===== src/rtl/ray_box_slab_intersect_macros.svh =====
// Assertion macros shared by the block's RTL.
`ifndef RAY_BOX_SLAB_INTERSECT_MACROS_SVH
`define RAY_BOX_SLAB_INTERSECT_MACROS_SVH
`ifndef ASSERT_OFF
`define RBS_ASSERT_IMPL(label, clk, rst_n, ante, cons) \
  label: assert property (@(posedge clk) disable iff (!rst_n) (ante) |-> (cons)) \
    else $error("assertion failed");
`define RBS_ASSERT_NEXT(label, clk, rst_n, ante, cons) \
  label: assert property (@(posedge clk) disable iff (!rst_n) (ante) |=> (cons)) \
    else $error("assertion failed");
`else
`define RBS_ASSERT_IMPL(label, clk, rst_n, ante, cons)
`define RBS_ASSERT_NEXT(label, clk, rst_n, ante, cons)
`endif
`endif


===== src/rtl/rbs_pkg.sv =====
package rbs_pkg;

  localparam int NUM_AXES  = 3;
  localparam int CFG_IDX_W = 3;

  typedef enum logic [CFG_IDX_W-1:0] {
    REG_BOX_MIN_X = 3'd0,
    REG_BOX_MIN_Y = 3'd1,
    REG_BOX_MIN_Z = 3'd2,
    REG_BOX_MAX_X = 3'd3,
    REG_BOX_MAX_Y = 3'd4,
    REG_BOX_MAX_Z = 3'd5
  } cfg_reg_t;

  // Per-axis status that rides next to the crossing distances.
  typedef struct packed {
    logic zero_dir;
    logic outside;
  } axis_flags_t;

endpackage


===== src/rtl/rbs_merge.sv =====
// Narrows [tmin, tmax] one axis per stage, then picks the reported distance.
module rbs_merge #(
  parameter int W = 32
) (
  input  logic                 clk,
  input  logic                 en,
  input  logic signed [W-1:0]  far_t  [rbs_pkg::NUM_AXES],
  input  logic signed [W-1:0]  near_t [rbs_pkg::NUM_AXES],
  input  rbs_pkg::axis_flags_t flags  [rbs_pkg::NUM_AXES],
  input  logic signed [W-1:0]  min_dist,
  input  logic signed [W-1:0]  max_dist,
  output logic                 hit,
  output logic signed [W-1:0]  hit_dist
);
  localparam int NA = rbs_pkg::NUM_AXES;

  logic signed [W-1:0]  far_s  [NA+1][NA];
  logic signed [W-1:0]  near_s [NA+1][NA];
  rbs_pkg::axis_flags_t flg_s  [NA+1][NA];
  logic signed [W-1:0]  tmin_s [NA+1];
  logic signed [W-1:0]  tmax_s [NA+1];
  logic signed [W-1:0]  mind_s [NA+1];
  logic signed [W-1:0]  maxd_s [NA+1];
  logic                 ok_s   [NA+1];
  logic                 hit_r;
  logic signed [W-1:0]  dist_r;
  logic signed [W-1:0]  cand;

  always_comb begin
    for (int a = 0; a < NA; a++) begin
      far_s[0][a]  = far_t[a];
      near_s[0][a] = near_t[a];
      flg_s[0][a]  = flags[a];
    end
    tmin_s[0] = min_dist;
    tmax_s[0] = max_dist;
    mind_s[0] = min_dist;
    maxd_s[0] = max_dist;
    ok_s[0]   = 1'b1;
  end

  for (genvar k = 0; k < NA; k++) begin : g_axis
    logic                ok_n;
    logic signed [W-1:0] tmin_n;
    logic signed [W-1:0] tmax_n;
    always_comb begin
      ok_n   = ok_s[k];
      tmin_n = tmin_s[k];
      tmax_n = tmax_s[k];
      if (ok_s[k]) begin
        if (flg_s[k][k].zero_dir) begin
          ok_n = !flg_s[k][k].outside;
        end else if (far_s[k][k] < tmin_s[k]) begin
          ok_n = 1'b0;
        end else begin
          if (far_s[k][k] <= tmax_s[k]) begin
            tmax_n = far_s[k][k];
          end
          // The near test sees the exit already narrowed by this axis.
          if (near_s[k][k] >= tmin_s[k]) begin
            if (near_s[k][k] > tmax_n) begin
              ok_n = 1'b0;
            end else begin
              tmin_n = near_s[k][k];
            end
          end
        end
      end
    end
    always_ff @(posedge clk) begin
      if (en) begin
        far_s[k+1]  <= far_s[k];
        near_s[k+1] <= near_s[k];
        flg_s[k+1]  <= flg_s[k];
        tmin_s[k+1] <= tmin_n;
        tmax_s[k+1] <= tmax_n;
        mind_s[k+1] <= mind_s[k];
        maxd_s[k+1] <= maxd_s[k];
        ok_s[k+1]   <= ok_n;
      end
    end
  end

  assign cand = (tmin_s[NA] == mind_s[NA]) ? tmax_s[NA] : tmin_s[NA];

  always_ff @(posedge clk) begin
    if (en) begin
      hit_r  <= ok_s[NA] && (cand < maxd_s[NA]);
      dist_r <= (ok_s[NA] && (cand < maxd_s[NA])) ? cand : maxd_s[NA];
    end
  end

  assign hit      = hit_r;
  assign hit_dist = dist_r;
endmodule


===== config.mk =====
export PLATFORM = sky130hd
export DESIGN_NAME = rbs_merge
export DESIGN_NICKNAME = d
export VERILOG_FILES = /design/src/rtl/ray_box_slab_intersect_macros.svh /design/src/rtl/rbs_pkg.sv /design/src/rtl/rbs_merge.sv
export SDC_FILE = /design/constraint.sdc
export NUM_CORES = 1
export LEC_CHECK = 0
export ABC_AREA = 1
export BUFFER_PORTS_ARGS = -buffer_cell sky130_fd_sc_hd__clkbuf_2
export CAP_MARGIN = 20
export CORE_MARGIN = 3
export CORE_UTILIZATION = 31
export DETAILED_ROUTE_END_ITERATION = 8
export HOLD_SLACK_MARGIN = 0.02
export SLEW_MARGIN = 5
export SYNTH_ARGS = -nofsm -noshare
export SYNTH_HDL_FRONTEND = slang
export SYNTH_SLANG_ARGS = --single-unit

===== constraint.sdc =====
create_clock -name clk -period 5.7 [get_ports clk]
set_input_delay 0.285 -clock clk [delete_from_list [all_inputs] [get_ports clk]]
set_output_delay 0.285 -clock clk [all_outputs]
set_load 0.01 [all_outputs]

* Yosys cells after proc, flatten, opt, wreduce, memory -nomap -nowiden
Cells that the tools add are included.
** Storage, ports and cells
- Flip-flop bits (word level) :: 618
- Input port bits :: 264
- Word-level logic and storage cells :: 94
** Cells by class
- $lt $le $gt $ge :: 13
- Equality and inequality tests :: 1
- Mux-type cells :: 47
- Reductions and logical operators :: 4
** Operators by type and width (number)
- 32-bit two-way mux :: 35
- 32-bit less-than comparator :: 4
- 32-bit >= comparator :: 3
- 32-bit greater-than comparator :: 3
- 32-bit <= comparator :: 3
- 32-bit == test :: 1
- 1-bit two-way mux :: 12
- 1-bit zero test :: 3
- 1-bit logical AND :: 1

* Longest topological paths before layout
Gate-level depths: netlist of run 1.
- Word-level depth :: 11
- Mapped depth :: 34

* Worst setup path after synthesis of run 1
No wires, ideal clock.
- Path kind :: flip-flop to flip-flop
- Start point :: register far_s[119] in the netlist's numbering
- End point :: register tmin_s[1] in the netlist's numbering (data pin)
- Setup time :: 0.253 ns
- Arrival :: 3.951 ns
- Data required time :: 5.447 ns
- Setup slack :: 1.496 ns
- Stages on the path, launching flop included :: 32
- Path buffers :: 4
- Period minus slack after synthesis :: 4.204 ns
- Cells stage by stage :: edfxtp_1 -> ha_1 -> nand2_1 -> inv_1 -> a221oi_1 -> o211ai_1 -> nand2_1 -> nand4_1 -> or3_1 -> buf_2 -> nand3_2 -> buf_4 -> buf_6 -> nand2_1 -> nand2_1 -> inv_1 -> ha_1 -> a21oi_1 -> or2_2 -> a21oi_1 -> a2111oi_0 -> o21ai_0 -> nand2_1 -> nand2_1 -> xnor2_1 -> nand2_1 -> nand2_1 -> inv_1 -> nand2_1 -> buf_2 -> nand2_1 -> nand2_1
** On the way
- Longest elaborated chain between the ends :: 11
** RTL lines
- from (decl) :: line rbs_merge.sv:17 : logic signed [W-1:0] far_s [NA+1][NA];
- from (signal, indexed assignment) :: line rbs_merge.sv:72 : far_s[k+1] <= far_s[k];
- 32-bit <= comparator :: line rbs_merge.sv:56 : if (far_s[k][k] <= tmax_s[k]) begin
- 32-bit two-way mux :: line rbs_merge.sv:56
- 32-bit two-way mux :: line rbs_merge.sv:53 : end else if (far_s[k][k] < tmin_s[k]) begin
- 32-bit two-way mux :: line rbs_merge.sv:51 : if (flg_s[k][k].zero_dir) begin
- 32-bit two-way mux :: line rbs_merge.sv:50 : if (ok_s[k]) begin
- 32-bit greater-than comparator :: line rbs_merge.sv:61 : if (near_s[k][k] > tmax_n) begin
- 32-bit two-way mux :: line rbs_merge.sv:61
- 32-bit two-way mux :: line rbs_merge.sv:60 : if (near_s[k][k] >= tmin_s[k]) begin
- 32-bit two-way mux * :: line rbs_merge.sv:53
- 32-bit two-way mux * :: line rbs_merge.sv:51
- 32-bit two-way mux * :: line rbs_merge.sv:50
- named net g_axis[2].tmin_n[1] :: line rbs_merge.sv:44 : logic signed [W-1:0] tmin_n;
- to (signal, indexed assignment) :: line rbs_merge.sv:75 : tmin_s[k+1] <= tmin_n;
- to (decl) :: line rbs_merge.sv:20 : logic signed [W-1:0] tmin_s [NA+1];
Mark *: on every way through the listed nets, which the timed path passes. The rest lies on a longest branch. The select of a mux whose other input is x is not followed.
A chain may end at the register's enable or synchronous reset.

* Worst setup path after layout of run 1
- Start point :: input max_dist[9]
- End point :: register tmin_s[79] in the netlist's numbering (data pin)
** On the way
- Longest elaborated chain between the ends :: 9
** RTL lines
- from (decl) :: line rbs_merge.sv:11 : input logic signed [W-1:0] max_dist,
- 32-bit <= comparator :: line rbs_merge.sv:56
- 32-bit two-way mux * :: line rbs_merge.sv:56
- 32-bit two-way mux * :: line rbs_merge.sv:53
- 32-bit two-way mux * :: line rbs_merge.sv:51
- 32-bit greater-than comparator * :: line rbs_merge.sv:61
- 32-bit two-way mux * :: line rbs_merge.sv:61
- 32-bit two-way mux * :: line rbs_merge.sv:60
- 32-bit two-way mux * :: line rbs_merge.sv:53
- 32-bit two-way mux * :: line rbs_merge.sv:51
- named net g_axis[0].tmin_n[15] :: line rbs_merge.sv:44
Marked as above.

==> results of run 1 <==
kinds of logic (layout without fill, tap and decap cells):
group                    Yosys count  after routing
adder cells (fa/ha/maj)          412            412
buffers and inverters            537           1123
other                              0              6
AO/OA/AOI/OAI                    584            584
AND/OR/NAND/NOR                 1072           1072
flip-flops                       618            618
XOR/XNOR                          22             22
layer usage:
metal / share of wire, % / track usage [%]
met1: 46 / 24.2
met2: 46 / 28.7
met3: 4.4 / 2.39
met4: 4.2 / 7.63
met5: 0 / 0
state kept, by name, indices dropped and copies added, names as in the netlist:
name      count
mind_s       96
near_s       96
tmin_s       96
hit_dist     32
hit           1
far_s        96
ok_s          3
flg_s         6
tmax_s       96
maxd_s       96
layout make-up:
class	count	area [µm²]	area share [%]
Antenna cell	6	15.0	0.0364
Clock inverter	40	424	1.03
Tap cell	1403	1760	4.25
Sequential cell	618	18600	45.0
Timing Repair Buffer	555	4140	10.0
Multi-Input combinational cell	2090	13000	31.5
Clock buffer	74	1700	4.13
Inverter	454	1700	4.13
worst max-delay path, delay by kind of cell:
| kind | cells | cell delay [ns] |
|---|---|---|
| AND/OR/NAND/NOR | 15 | 2.34 |
| buffers and inverters | 8 | 1.51 |
| AO/OA/AOI/OAI | 4 | 0.72 |
| adder cells (fa/ha/maj) | 2 | 0.57 |
| XOR/XNOR | 1 | 0.14 |
worst paths after layout:
check | slack, ns | startpoint | depth (start not counted) | end
setup reg to reg | 0.49 | far_s[123]$_DFFE_PP_ | 27 | tmin_s[17]$_DFFE_PP_
hold reg to reg | 0.41 | maxd_s[80]$_DFFE_PP_ | 0 | maxd_s[48]$_DFFE_PP_
setup / recovery | 0.42 | max_dist[9] | 30 | tmin_s[79]$_DFFE_PP_
hold / removal | 0.05 | near_t[68] | 3 | tmin_s[68]$_DFFE_PP_
synth_stat cells (4+ instances only):
cell type / n
a21oi_1: 199
nor4_1: 19
nor2_1: 78
ha_1: 412
buf_1: 4
buf_6: 4
buf_2: 41
nand2_1: 790
a211oi_1: 16
nor3_1: 19
nand4_1: 78
clkbuf_1: 29
o21a_1: 33
inv_1: 452
edfxtp_1: 618
o211ai_1: 14
nand3_1: 75
o21ai_1: 29
o221ai_1: 6
xnor2_1: 22
o21ai_0: 270
stage by stage:
stage                     hold WS (ns)  cell area, µm²  power [µW]  setup TNS [ns]  utilization (%)
after floorplan                  0.384           33600        7680               0                -
after detailed placement         0.405           37000        8870               0             34.5
after CTS                       0.0213           41300       13300               0             38.4
after global routing            0.0460           41300       14000               0             38.4
after global placement           0.401           37000        8810           -9.59             34.5
final                           0.0521           41300       13200               0             38.4
report_power, final:
| group | internal, µW | switching (µW) | total, µW | leakage (µW) |
|---|---|---|---|---|
| sequential | 5580 | 328 | 5910 | 0.00606 |
| clock | 2490 | 1820 | 4310 | 0.00104 |
| combinational | 1140 | 1860 | 3000 | 0.0111 |
| total | 9200 | 4010 | 13200 | 0.0182 |
timing repair:
item / 4_1_cts / 5_1_grt
endpoints found under the hold margin: 208 / 0
setup endpoints to repair: 0 / 32
hold buffers: 208 / 0
resized for setup: 0 / 3
==> impl_metrics.json, run 1 <==
{
  "status": "complete, no violations",
  "grt_pass1_vias": 23900,
  "cts_root_buf": "clkbuf_16",
  "drc": 0,
  "yosys-top-cells-area": "edfxtp_1 (55%), ha_1 (15%), nand2_1 (8.8%), inv_1 (5.0%), o21ai_0 (4.0%)",
  "ys_ff_latch": 618,
  "yosys.area_share.simple_pct": 13.2,
  "routedWlPerCell_um": 19.5,
  "synth_xor_area_share_pct": 0.573,
  "syn_to_final_growth_pct": 22.8,
  "grt_max_degree": 128,
  "synth_area_per_cell_um2": 10.4,
  "clockBufferDepth": 3,
  "p_per_area_mw_per_mm2": 320,
  "fill_cells": 10500,
  "wl_um": 102000,
  "synthesis.nets": 3921,
  "maxSlewHeadroom_pct": 25.9,
  "fin_skew_ns": 0.0286,
  "finalSetupViolations": 0,
  "dpl_worst_slack_ns": 0.162,
  "final_common_cell": "nand2_1",
  "cts_buffers": 66,
  "stdcell_count": 5240,
  "crit_type": "primary input to flip-flop",
  "synth_edf_count": 618,
  "grt_setup_unrepaired": "false",
  "ant_nets": 0,
  "tightest_slew_ns": 1.11,
  "final_layout_size_suffix_gt1_share_pct": 12.1,
  "syn_inst": 3245,
  "startpoint_type": "primary input",
  "yosysTopAreaCellShare_pct": 55.2,
  "cp.required_ns": 6.05,
  "cts_tree": "done",
  "drv_slew": 0,
  "drtPass1Iterations": 5,
  "synthMuxAreaShare_pct": 0,
  "cap_violations": 0,
  "ioPinCount": 297,
  "synthAdderAreaFrac_pct": 15.3,
  "die_w_um": 335,
  "dp.cells": 4912,
  "grt_pass1_wl_um": 149000,
  "port_buffers": 296,
  "cpPeakStageDelay_ns": 0.65,
  "synth_top_family_by_area": "adder cells",
  "layout_common_cells": "nand2_1 (790), edfxtp_1 (618), inv_1 (452)",
  "worstPathMaxFanout": 62,
  "finalWorstSetupSlack_ns": 0.423,
  "synth_top_cell_by_area": "edfxtp_1",
  "cp_slowest_cell": "nor4_2",
  "ir_worst_vdd_mv": 0.189,
  "final_net_count": 4461,
  "clock.fmax_mhz": 190,
  "layout_min_cycle_time_ns": 5.28,
  "crit_top_cell": "nand2_1",
  "synth_compound_gate_area_share_pct": 9.40,
  "synthArstFlopShare_pct": 0,
  "numClockSinks": 618,
  "syn_area_mm2": 0.0336,
  "arrival_ns": 5.63,
  "cts_setup_buffers": 0,
  "vias_per_cell": 4.72,
  "hold_viol": 0,
  "final.period_utilization_pct": 92.6,
  "synthFlopType": "edfxtp_1",
  "vias": 24700,
  "endpoint_kind": "flip-flop",
  "synth.distinct_cells": 43,
  "die_y_um": 335,
  "post-dp-hpwl_um": 80700,
  "drt_iter0_markers": 2110,
  "synth-warning-count": 0,
  "cts.clk_slew.worst_paths_ns": 0.06,
  "leakagePower_uw": 0.0182,
  "clk-insertion-delay-late_ns": 0.62,
  "antenna_found_initial": 6,
  "globalplace.congestion": 0.922,
  "die_area_mm2": 0.112,
  "num_rows": 120,
  "gr-usage-all-layers_pct": 17.8,
  "globalRoute.totalOverflow": 0,
  "hp-class": "primary input to flip-flop",
  "initial_core_util_pct": 31.3,
  "ctsHtreeMaxLevel": 3,
  "yosysSeqAreaShare_pct": 55.2,
  "core-area_mm2": 0.107
}
Power figures use the tool's default switching activity.
==> run 2: changes to the inputs <==
ABC_AREA = 0   (was 1)
SKIP_LAST_GASP = 1   (was not set)
==> impl_metrics.json, run 2 <==
{
  "leakagePower_uw": 0.0177,
  "globalRoute.totalOverflow": 0,
  "ant_nets": 0,
  "synth_most_common_cell": "edfxtp_1",
  "yosys.area_share.simple_pct": 5.39,
  "hp-class": "primary input to flip-flop",
  "synth.distinct_cells": 69,
  "maxSlewHeadroom_pct": 29.7,
  "synth-warning-count": 0,
  "tightest_slew_ns": 1.03,
  "finalSetupViolations": 0,
  "cts.clk_slew.worst_paths_ns": 0.06,
  "core-area_mm2": 0.106,
  "yosysSeqAreaShare_pct": 55.7,
  "vias_per_cell": 4.82,
  "routedWlPerCell_um": 22.3,
  "drtPass1Iterations": 6,
  "die_area_mm2": 0.111,
  "final_layout_size_suffix_gt1_share_pct": 23.7,
  "synth_commonest_cells": "edfxtp_1 (618), ha_1 (412), inv_1 (249)",
  "numClockSinks": 618,
  "clk-insertion-delay-late_ns": 0.65,
  "grt_pass1_vias": 21900,
  "yosys-top-cells-area": "edfxtp_1 (56%), ha_1 (15%), mux2_2 (5.6%), inv_1 (2.8%), mux2_4 (2.7%)",
  "fill_cells": 10100,
  "vias": 21600,
  "ctsHtreeMaxLevel": 2,
  "gr-usage-all-layers_pct": 17.6,
  "synthFlopType": "edfxtp_1",
  "cts_buffers": 60,
  "final_net_count": 3713,
  "startpoint_type": "primary input",
  "syn_area_mm2": 0.0333,
  "layout_min_cycle_time_ns": 5.47,
  "final_util_pct": 39.1,
  "synth_edf_count": 618,
  "cpPeakStageDelay_ns": 0.53,
  "wl_um": 100000,
  "arrival_ns": 5.86,
  "cap_violations": 0,
  "layout_common_cells": "edfxtp_1 (618), ha_1 (412), clkbuf_2 (295)",
  "ys_ff_latch": 618,
  "syn_to_final_growth_pct": 24.3,
  "drc": 0,
  "die_y_um": 334,
  "crit_top_cell": "buf_4",
  "synthArstFlopShare_pct": 0,
  "synthesis.nets": 3072,
  "ir_worst_vdd_mv": 0.202,
  "status": "complete, no violations",
  "p_per_area_mw_per_mm2": 296,
  "fin_skew_ns": 0.0269,
  "antenna_found_initial": 13,
  "cts_tree": "done",
  "grt_max_degree": 134,
  "yosysTopAreaCellShare_pct": 55.7,
  "synth_top_family_by_area": "adder cells",
  "endpoint_kind": "flip-flop",
  "synthMuxAreaShare_pct": 11.4,
  "post-dp-hpwl_um": 79500,
  "syn_inst": 2396,
  "final.period_utilization_pct": 95.9,
  "globalplace.congestion": 0.909,
  "cts_root_buf": "clkbuf_16",
  "die_w_um": 334,
  "final_common_cell": "edfxtp_1",
  "crit_type": "primary input to flip-flop",
  "synth_compound_gate_area_share_pct": 7.64,
  "crit_chain": "dlygate4sd3_1 > clkbuf_2 > inv_1 > ha_1 > nand2_1 > or3_1 > nor4_1 > nand3_1 > o211ai_1 > mux2i_4 > buf_12 > buf_12 > mux2i_1 > ha_1 > nand4_1 > nor3_1 > nand4_1 > buf_4 > o22ai_1 > a31oi_1 > buf_4 > nor3b_4 > buf_4 > mux2_2",
  "finalPower_uw": 12200,
  "worstPathMaxFanout": 12,
  "ioPinCount": 297,
  "synthAdderAreaFrac_pct": 15.5,
  "grt_pass1_wl_um": 145000,
  "clockBufferDepth": 3,
  "clock.fmax_mhz": 183,
  "cp.required_ns": 6.09,
  "synth_top_cell_by_area": "edfxtp_1",
  "cp_slowest_cell": "dlygate4sd3_1",
  "drv_slew": 0,
  "synth_xor_area_share_pct": 0.841,
  "hold_viol": 0,
  "num_rows": 119,
  "drt_iter0_markers": 1409,
  "initial_core_util_pct": 31.4,
  "synth_area_per_cell_um2": 13.9,
  "port_buffers": 296
}
==> run 2: changes by cell type in the layout (fill, tap and decap cells not counted), sizes merged, moves of 51 or more <==
cell	change
mux2i	+67
buf	+51
o21ai	-245
mux2	+258
a21oi	-86
nand2	-728
a21o	+70
inv	-212
==> run 2: timing repair <==
item                                   CTS  global route
gates resized for setup                  0             5
endpoints found under the hold margin  226             1
setup endpoints to repair                0            88
hold buffers                           217             1
buffers inserted                         0             3
==> run 2: cell families (layout without fill, tap and decap cells) <==
logic type | after synthesis | count (layout)
AO/OA/AOI/OAI | 380 | 380
XOR/XNOR | 32 | 32
adder cells (fa/ha/maj) | 412 | 412
buffers and inverters | 286 | 976
flip-flops | 618 | 618
multiplexers | 325 | 325
other | 0 | 10
AND/OR/NAND/NOR | 343 | 343
==> run 2: routing by layer <==
metal,share of wire [%],vias to the layer above,global-route usage (%)
met5,0.045,-,0
met4,4.3,6,7.23
met3,4.3,144,2.34
met2,46,515,28.6
met1,45,10500,23.8
li1,-,10500,-
==> run 2: critical path, delay by kind of cell <==
kind                       cells  cell delay, ns
muxes                          3            0.61
AOI/OAI and AO/OA              3            0.46
buffers and inverters          8            1.65
adders and majority gates      2            0.58
and+or+nand+nor                8            2.23
==> run 2: area by class of cell <==
| type | instances | area [µm²] | share of cell area, % |
|---|---|---|---|
| diodes | 10 | 25.0 | 0.0604 |
| clock buffers | 73 | 1590 | 3.84 |
| clock inverters | 38 | 324 | 0.782 |
| inverters | 249 | 935 | 2.26 |
| multi-input cells | 1492 | 13700 | 33.0 |
| flip-flops and latches | 618 | 18600 | 44.8 |
| well taps | 1391 | 1740 | 4.20 |
| repair buffers | 616 | 4590 | 11.1 |
==> run 2: stage by stage <==
| step | std cells | hold WS (ns) | setup slack (ns) | cell area (µm²) | setup TNS [ns] |
|---|---|---|---|---|---|
| after floorplan | 2396 | 0.384 | 0.647 | 33300 | 0 |
| after global placement | 4145 | 0.401 | -0.0180 | 37200 | -0.0353 |
| after detailed placement | 4145 | 0.405 | -0.0928 | 37200 | -1.71 |
| after CTS | 4473 | 0.0202 | 0.0500 | 41300 | 0 |
| after global routing | 4486 | 0.0324 | -0.0357 | 41400 | -0.494 |
| final | 4487 | 0.0546 | 0.232 | 41400 | 0 |
==> run 2: final timing paths <==
kind,cells past startpoint,start,endpoint,slack [ns]
setup / recovery,24,max_dist[25],tmin_s[89]$_DFFE_PP_,0.23
hold / removal,2,near_t[89],tmin_s[89]$_DFFE_PP_,0.05
setup reg to reg,16,tmin_s[30]$_DFFE_PP_,hit_dist[12]$_DFFE_PP_,0.36
hold reg to reg,0,maxd_s[50]$_DFFE_PP_,maxd_s[18]$_DFFE_PP_,0.40
==> run 2: power breakdown <==
| part | internal, µW | switching (µW) |
|---|---|---|
| Sequential | 5490 | 297 |
| Clock | 2210 | 1730 |
| Combinational | 1210 | 1320 |
==> run 3: changes to the inputs <==
CTS_BUF_LIST = sky130_fd_sc_hd__clkbuf_2 sky130_fd_sc_hd__clkbuf_4 sky130_fd_sc_hd__clkbuf_8   (was not set)
==> impl_metrics.json, run 3 (synthesis gave the netlist of run 2 again) <==
{
  "status": "complete, no violations",
  "reg2reg_to": "hit_dist[9]$_DFFE_PP_",
  "whs_endpoint": "tmax_s[89]$_DFFE_PP_",
  "swShare_pct": 28.1,
  "numClockSinks": 618,
  "vias_per_cell": 4.80,
  "die_y_um": 334,
  "grt_pass1_vias": 22600,
  "cts.clk_slew.worst_paths_ns": 0.06,
  "p_per_area_mw_per_mm2": 289,
  "power_frac_clock_pct": 31.1,
  "grt_max_degree": 134,
  "crit_top_cell": "buf_12",
  "startpoint_type": "primary input",
  "cap_violations": 0,
  "post-dp-hpwl_um": 79500,
  "clock.fmax_mhz": 181,
  "crit_type": "primary input to flip-flop",
  "cts_buffers": 94,
  "drtPass1Iterations": 6,
  "crit_chain": "dlygate4sd3_1 > clkbuf_2 > inv_1 > ha_1 > nand2_1 > or3_1 > nor4_1 > nand3_1 > o211ai_1 > mux2i_4 > buf_12 > buf_12 > mux2i_1 > ha_1 > nand4_1 > nor3_1 > nand4_1 > a31oi_1 > nor4b_1 > a31oi_1 > buf_4 > nor3b_4 > buf_12 > mux2_1",
  "clk-insertion-delay-late_ns": 0.69,
  "min-delay-start": "far_t[89]",
  "ioPinCount": 297,
  "leakagePower_uw": 0.0179,
  "grt_setup_unrepaired": "false",
  "final.period_utilization_pct": 96.9,
  "ant_nets": 0,
  "final_net_count": 3790,
  "hold_viol": 0,
  "hp-class": "primary input to flip-flop",
  "initial_core_util_pct": 31.4,
  "cp_slowest_cell": "dlygate4sd3_1",
  "layout_min_cycle_time_ns": 5.52,
  "ctsHtreeMaxLevel": 3,
  "globalRoute.totalOverflow": 0,
  "drv_slew": 0,
  "r2r_start": "tmin_s[30]$_DFFE_PP_",
  "ir_worst_vdd_mv": 0.137,
  "finalPower_uw": 12100,
  "gr-usage-all-layers_pct": 17.8,
  "die_w_um": 334,
  "maxSlewHeadroom_pct": 29.8,
  "routedWlPerCell_um": 22.0,
  "grt_pass1_wl_um": 147000,
  "final_layout_size_suffix_gt1_share_pct": 24.8,
  "arrival_ns": 5.95,
  "drt_iter0_markers": 1430,
  "globalplace.congestion": 0.909,
  "antenna_found_initial": 17,
  "tightest_slew_ns": 1.03,
  "cpPeakStageDelay_ns": 0.53,
  "fill_cells": 10100,
  "pwr-share-comb_pct": 21.1,
  "drc": 0,
  "cts_tree": "done",
  "port_buffers": 296,
  "fin_skew_ns": 0.0213,
  "layout_common_cells": "edfxtp_1 (618), ha_1 (412), clkbuf_2 (295)",
  "p_sw_uw": 3400,
  "endpoint_kind": "flip-flop",
  "power_frac_seq_pct": 47.8,
  "vias": 22100,
  "stdcell_count": 4596,
  "finalWorstSetupSlack_ns": 0.176,
  "num_rows": 119,
  "hold_slack_ns": 0.0959,
  "internal-power_uw": 8710,
  "reg2reg_slack_ns": 0.33,
  "final_common_cell": "edfxtp_1",
  "die_area_mm2": 0.111,
  "dpl_worst_slack_ns": -0.0928,
  "dp.cells": 4145,
  "core-area_mm2": 0.106,
  "wl_um": 101000,
  "clockBufferDepth": 3,
  "whs_path_depth": 3,
  "final_util_pct": 39.5,
  "cts_root_buf": "clkbuf_8",
  "cp.required_ns": 6.13,
  "worstPathMaxFanout": 23,
  "ff2ff_path_depth": 16,
  "finalSetupViolations": 0,
  "syn_to_final_growth_pct": 25.5
}
-- run 3: cell count changes in the layout (fill, tap and decap cells not counted), moves of 11 or more --
cell / before / now
clkbuf_4: 0 / 26
clkinv_1: 12 / 26
clkbuf_16: 62 / 0
dlygate4sd3_1: 218 / 261
clkbuf_1: 11 / 0
clkbuf_8: 0 / 94
-- run 3: how the worst max path moves through the flow --
stage / start / endpoint / slack, ns
finish: max_dist[25] / tmin_s[67]$_DFFE_PP_ / 0.18
global route: max_dist[29] / tmin_s[67]$_DFFE_PP_ / 0.03
CTS: max_dist[29] / tmin_s[67]$_DFFE_PP_ / 0.12
detailed placement: max_dist[25] / tmin_s[67]$_DFFE_PP_ / -0.09
global placement: max_dist[29] / tmin_s[67]$_DFFE_PP_ / -0.02
floorplan: max_dist[25] / tmin_s[65]$_DFFE_PP_ / 0.65
-- run 3: metrics by stage --
step / setup TNS (ns) / area, µm²
floorplan: 0 / 33300
detailed placement: -1.71 / 37200
global route: 0 / 41800
CTS: 0 / 41800
global placement: -0.0353 / 37200
finish: 0 / 41800
-- run 3: repair_timing --
item	CTS	global route
buffers inserted	0	3
hold endpoints to repair	260	0
hold buffers	261	0
endpoints found under the setup margin	0	79
resized for setup	0	4
-- run 3: per-layer routing --
metal	wire (µm)	GRT usage, %	up-vias
li1	-	-	10600
met1	45600	23.8	10700
met2	47000	29.0	567
met3	4230	2.47	163
met4	4110	7.54	6
met5	45	0	-
-- run 3: cell type report --
type / instances / area, µm² / area share, %
Multi-Input combinational cell: 1492 / 13700 / 32.6
Inverter: 249 / 935 / 2.23
Tap cell: 1391 / 1740 / 4.16
Timing Repair Buffer: 659 / 5020 / 12.0
Antenna cell: 14 / 35.0 / 0.0837
Sequential cell: 618 / 18600 / 44.4
Clock buffer: 120 / 1490 / 3.56
Clock inverter: 53 / 408 / 0.975
-- run 3: worst max-delay path, delay by kind of cell --
family | cells | cell delay (ns)
and+or+nand+nor | 9 | 2.11
buffers and inverters | 7 | 1.33
AOI/OAI and AO/OA | 3 | 1.00
muxes | 3 | 0.61
adders and majority gates | 2 | 0.58
-- run 3: power groups by stage --
stage | combinational [µW] | sequential [µW] | clock [µW]
6_report | 2550 | 5790 | 3770
2_1_floorplan | 1480 | 5720 | 0
4_1_cts | 2550 | 5790 | 3890
3_5_place_dp | 2380 | 5870 | 0
5_1_grt | 2830 | 5820 | 4080
3_3_place_gp | 2340 | 5880 | 0
